===== src/design/wbf_pkg.sv =====
`default_nettype none

package wbf_pkg;

   // default parameter values
   localparam int TABLE_DEPTH_DEF    = 1024;
   localparam int BUF_ENTRIES_DEF    = 32;
   localparam int AMP_FULL_SCALE_DEF = 4095;

   // field and register widths
   localparam int CMD_W      = 2;
   localparam int ADDR_W     = 10;
   localparam int DATA_W     = 16;
   localparam int SAMPLE_W   = 12;
   localparam int AMP_W      = 12;
   localparam int MODE_W     = 2;
   localparam int STEP_W     = 3;
   localparam int TSIZE_W    = 11;
   localparam int CSR_IDX_W  = 2;
   localparam int CSR_DATA_W = 12;

   // scaling datapath
   localparam int PROD_W  = DATA_W + AMP_W;
   localparam int RECIP_W = PROD_W + 1;
   localparam logic [SAMPLE_W-1:0] SAMPLE_MAX = 12'hfff;

   // output queue
   localparam int OUT_DEPTH = 8;
   localparam int OUT_PTR_W = $clog2(OUT_DEPTH);
   localparam int OUT_CNT_W = $clog2(OUT_DEPTH + 1);

   typedef enum logic [CMD_W-1:0] {
      CMD_WRITE = 2'd0,
      CMD_FILL  = 2'd1,
      CMD_CLEAR = 2'd2
   } cmd_code_type;

   localparam logic [MODE_W-1:0] MODE_SINGLE = 2'd1;
   localparam logic [MODE_W-1:0] MODE_TRIG   = 2'd2;

   localparam logic [CSR_IDX_W-1:0] CSR_AMPLITUDE  = 2'd0;
   localparam logic [CSR_IDX_W-1:0] CSR_MODE       = 2'd1;
   localparam logic [CSR_IDX_W-1:0] CSR_STEP_SIZE  = 2'd2;
   localparam logic [CSR_IDX_W-1:0] CSR_TABLE_SIZE = 2'd3;

   localparam logic [AMP_W-1:0]   AMP_RESET   = 12'd4095;
   localparam logic [MODE_W-1:0]  MODE_RESET  = 2'd0;
   localparam logic [STEP_W-1:0]  STEP_RESET  = 3'd1;
   localparam logic [TSIZE_W-1:0] TSIZE_RESET = 11'd1024;

   typedef struct packed {
      logic [CMD_W-1:0]  command;
      logic [ADDR_W-1:0] table_addr;
      logic [DATA_W-1:0] table_data;
      logic              trigger_active;
   } req_type;

   typedef struct packed {
      logic [SAMPLE_W-1:0] sample;
      logic                last;
      logic                period_done;
   } rsp_type;

   typedef struct packed {
      logic wr_table;
      logic clr_flag;
      logic start;
      logic issue;
      logic last;
      logic reduce;
   } ctl_cmd_type;

   typedef struct packed {
      logic credit_ok;
      logic reducing;
   } ctl_status_type;

endpackage

`default_nettype wire


===== src/design/wbf_ctrl.sv =====
`default_nettype none

module wbf_ctrl
   import wbf_pkg::*;
#(
   parameter int BUF_ENTRIES = BUF_ENTRIES_DEF
) (
   input  wire logic             clock,
   input  wire logic             reset,
   input  wire logic             req_valid,
   input  wire logic [CMD_W-1:0] req_command,
   output logic                  req_stall,
   input  wire ctl_status_type   status,
   output ctl_cmd_type           cmd
);

   localparam int CNT_W = $clog2(BUF_ENTRIES + 1);

   typedef enum logic {
      ST_IDLE,
      ST_FILL
   } state_type;

   state_type        state_ff, state_in;
   logic [CNT_W-1:0] cnt_ff, cnt_in;

   assign req_stall = (state_ff != ST_IDLE);

   always_comb begin
      cmd      = '0;
      state_in = state_ff;
      cnt_in   = cnt_ff;
      case (state_ff)
         ST_IDLE: begin
            if (req_valid) begin
               case (req_command)
                  CMD_WRITE: cmd.wr_table = 1'b1;
                  CMD_CLEAR: cmd.clr_flag = 1'b1;
                  CMD_FILL: begin
                     cmd.start = 1'b1;
                     cnt_in    = '0;
                     state_in  = ST_FILL;
                  end
                  default: ;
               endcase
            end
         end
         ST_FILL: begin
            // finish a modulo wrap before the next sample
            if (status.reducing) begin
               cmd.reduce = 1'b1;
            end else if (cnt_ff == CNT_W'(BUF_ENTRIES)) begin
               state_in = ST_IDLE;
            end else if (status.credit_ok) begin
               cmd.issue = 1'b1;
               cmd.last  = (cnt_ff == CNT_W'(BUF_ENTRIES - 1));
               cnt_in    = cnt_ff + 1'b1;
            end
         end
         default: state_in = ST_IDLE;
      endcase
   end

   always_ff @(posedge clock) begin
      if (reset) begin
         state_ff <= ST_IDLE;
         cnt_ff   <= '0;
      end else begin
         state_ff <= state_in;
         cnt_ff   <= cnt_in;
      end
   end

endmodule

`default_nettype wire


===== config.mk =====
export PLATFORM = sky130hd
export DESIGN_NAME = wbf_ctrl
export DESIGN_NICKNAME = d
export VERILOG_FILES = /design/src/design/wbf_pkg.sv /design/src/design/wbf_ctrl.sv
export SDC_FILE = /design/constraint.sdc
export NUM_CORES = 1
export LEC_CHECK = 0
export ABC_AREA = 1
export BUFFER_PORTS_ARGS = -buffer_cell sky130_fd_sc_hd__buf_2
export CAP_MARGIN = 20
export CORE_MARGIN = 10
export CORE_UTILIZATION = 45
export DETAILED_ROUTE_END_ITERATION = 16
export GPL_ROUTABILITY_DRIVEN = 0
export PLACE_DENSITY = 0.77
export SLEW_MARGIN = 20
export SYNTH_ARGS = -nofsm -noshare
export SYNTH_HDL_FRONTEND = slang
export SYNTH_SLANG_ARGS = --single-unit

===== constraint.sdc =====
create_clock -name clock -period 1.6 [get_ports clock]
set_input_delay 0.32 -clock clock [delete_from_list [all_inputs] [get_ports clock]]
set_output_delay 0.32 -clock clock [all_outputs]
set_load 0.01 [all_outputs]

==> impl_metrics.py <==
metrics = {
    "floorplan": {
        "start_util_pct": 46.8,
        "pin_count": 14,
        "die_width_um": 56.6,
        "dieArea_um2": 3200,
        "fp-row-count": 13,
        "fp.dieH_um": 56.6,
        "core_um2": 1280,
    },
    "cts": {
        "clockRootBuffer": "clkbuf_4",
        "cts_tree": "built",
        "ctsHoldBuffers": 0,
        "clock_path_buffers": 2,
        "clk_pin_slew_ns": 0.06,
        "cts_made_buffers": 3,
        "clock_latency_ns": 0.26,
        "htreeDepth": 1,
        "cts.sinks": 7,
    },
    "critical_path": {
        "startpoint_type": "flop",
        "endpoint_kind": "primary output",
        "critPathRequiredTime_ns": 1.28,
        "worstSetupPathType": "flop to primary output",
        "crit_arrival_ns": 1.41,
        "critPathMaxFanout": 3,
    },
    "placement": {
        "dp.cells": 117,
        "hpwl_um": 1130,
        "pre_cts_slack_ns": -0.0194,
        "io_buffers": 13,
    },
    "cells_and_area": {
        "num-fill-cells": 111,
        "drive_gt1_share_pct": 58.6,
        "seq_area_um2": 148,
        "nNetsFinal": 126,
        "multiInputGateArea_um2": 450,
        "diodes": 0,
        "syn_to_final_growth_pct": 48.0,
        "fin_cells": 131,
    },
    "drt": {
        "wl_um": 1680,
        "first_pass_iters": 6,
        "vias": 656,
        "drt_iter0_drc": 20,
        "ant_nets": 0,
        "wl_per_cell_um": 12.9,
        "viasPerCell": 5.01,
        "drc": 0,
    },
    "logic_synthesis": {
        "synth_largest_area_cell": "dfxtp_1",
        "synthesis.nets": 96,
        "synth_most_common_cell": "nand2_1",
        "yosysTopAreaCellShare_pct": 23.3,
        "synth_area_um2": 602,
        "ys_seq_area_share_pct": 23.3,
        "netlist-cell-type-count": 20,
        "async_flop_share_pct": 0,
        "synthTopCellsByArea": "dfxtp_1, nand3_2, nand2_1",
        "synth_edf_count": 0,
        "syn-instance-count": 87,
        "avgSynthCellArea_um2": 6.92,
        "synth_ff_type": "dfxtp_1",
        "synthTopCellsByCount": "nand2_1, inv_1, nand3_2",
        "yosys_warnings": 0,
        "ys_ff_latch": 7,
    },
    "timing": {
        "maxSlewHeadroom_pct": 80.6,
        "hold_viol": 0,
        "slew_viol_final": 0,
        "rsz0062_at_grt": "yes",
        "finalSetupViolCount": 2,
        "fin_ws_ns": -0.125,
        "timing.final.crit_share_pct": 108,
        "tns_ns": -0.229,
        "fin_hold_ws_ns": 0.273,
        "min_period_ns": 1.73,
        "skew_ns": 0.0127,
        "max_freq_ghz": 0.580,
        "worst_pin_slew_ns": 0.290,
    },
    "status": {
        "status": "finished, violations left",
        "violations": "setup timing",
    },
    "grt": {
        "grt_first_pass_wirelength_um": 2610,
        "antenna_found_initial": 0,
        "overflow": 0,
        "grt_pass1_vias": 618,
        "grt_max_degree": 12,
        "track_usage_pct": 9.88,
    },
    "pwr": {
        "ir_drop_v": 0.000485,
        "p_leak_nw": 0.405,
        "total_power_w": 0.000470,
        "p_per_area_nw_per_um2": 527,
    },
    "min_path": {
        "hold_path_class": "input port to flop",
    },
    "run": {
        "drv_cap": 0,
    },
}
registers in the layout, summed over array words and instances (netlist names):
name,count
req_stall,1
cnt_ff,6
kinds of logic (layout without fill, tap and decap cells):
group	Yosys count	after routing	share of synthesized area (%)
AND/OR/NAND/NOR	55	55	52.2
flip-flops	7	7	23.3
buffers and inverters	19	48	16.4
adder cells (fa/ha/maj)	2	2	4.16
AO/OA/AOI/OAI	4	4	3.95
final timing paths:
path,from,end,slack [ns],depth (start not counted)
worst min register to register,req_stall,req_stall,0.59,2
worst max-delay path,cnt_ff[1],cmd[2],-0.13,9
worst max register to register,cnt_ff[1],cnt_ff[1],0.07,12
worst min-delay path,reset,req_stall,0.27,2
cells in the final DEF, fill, tap and decap left out, types with 2 or more instances in the layout:
master and instances:
a21oi_1 2, buf_2 13, buf_4 15, clkbuf_4 3
dfxtp_1 5, dfxtp_4 2, ha_4 2, inv_1 9
inv_2 4, inv_4 2, nand2_1 20, nand2_2 5
nand2_4 2, nand3_2 9, nor2_1 6, nor2_2 3
nor2_4 3, nor3_1 2
worst max-delay path, stage by stage, from the launching register on:
cell	delay, ns
dfxtp_4	0.37
inv_2	0.06
ha_4	0.15
nand2_2	0.08
inv_4	0.04
nand3_4	0.06
nand2_4	0.06
buf_4	0.14
nor2_1	0.07
buf_2	0.13
layout make-up:
type / instances / area share (%)
Clock buffer: 4 / 2.95
Timing Repair Buffer: 28 / 19.9
Tap cell: 15 / 2.11
Sequential cell: 7 / 16.6
Multi-Input combinational cell: 61 / 50.6
Inverter: 16 / 7.87
power breakdown:
group	total [W]	leakage (nW)	internal (W)	switching, W
sequential	0.000187	0.0582	0.000179	0.00000808
clock	0.000167	0.0150	0.0000957	0.0000718
combinational	0.000115	0.332	0.0000518	0.0000636
total	0.000470	0.405	0.000326	0.000143
per-layer routing:
metal	part of all wire (%)	track usage, %	routed length [um]	vias to the layer above
li1	-	-	-	325
met1	39	8.92	649	317
met2	57	18.5	955	10
met3	2.7	3.60	45	4
met4	1.9	5.15	32	0
met5	0	0	0	-
per-stage QoR:
| stage | utilization (%) | instance area [um^2] |
|---|---|---|
| after floorplan | - | 602 |
| after global placement | 53.7 | 689 |
| after detailed placement | 53.7 | 689 |
| after CTS | 64.1 | 823 |
| after global routing | 69.3 | 891 |
| final | 69.3 | 891 |
timing repair:
item / CTS / global route
pin swaps: 3 / 7
gates resized for setup: 11 / 16
endpoints found under the setup margin: 2 / 7
buffers inserted: 10 / 2
(Power assumes the default switching activity.)
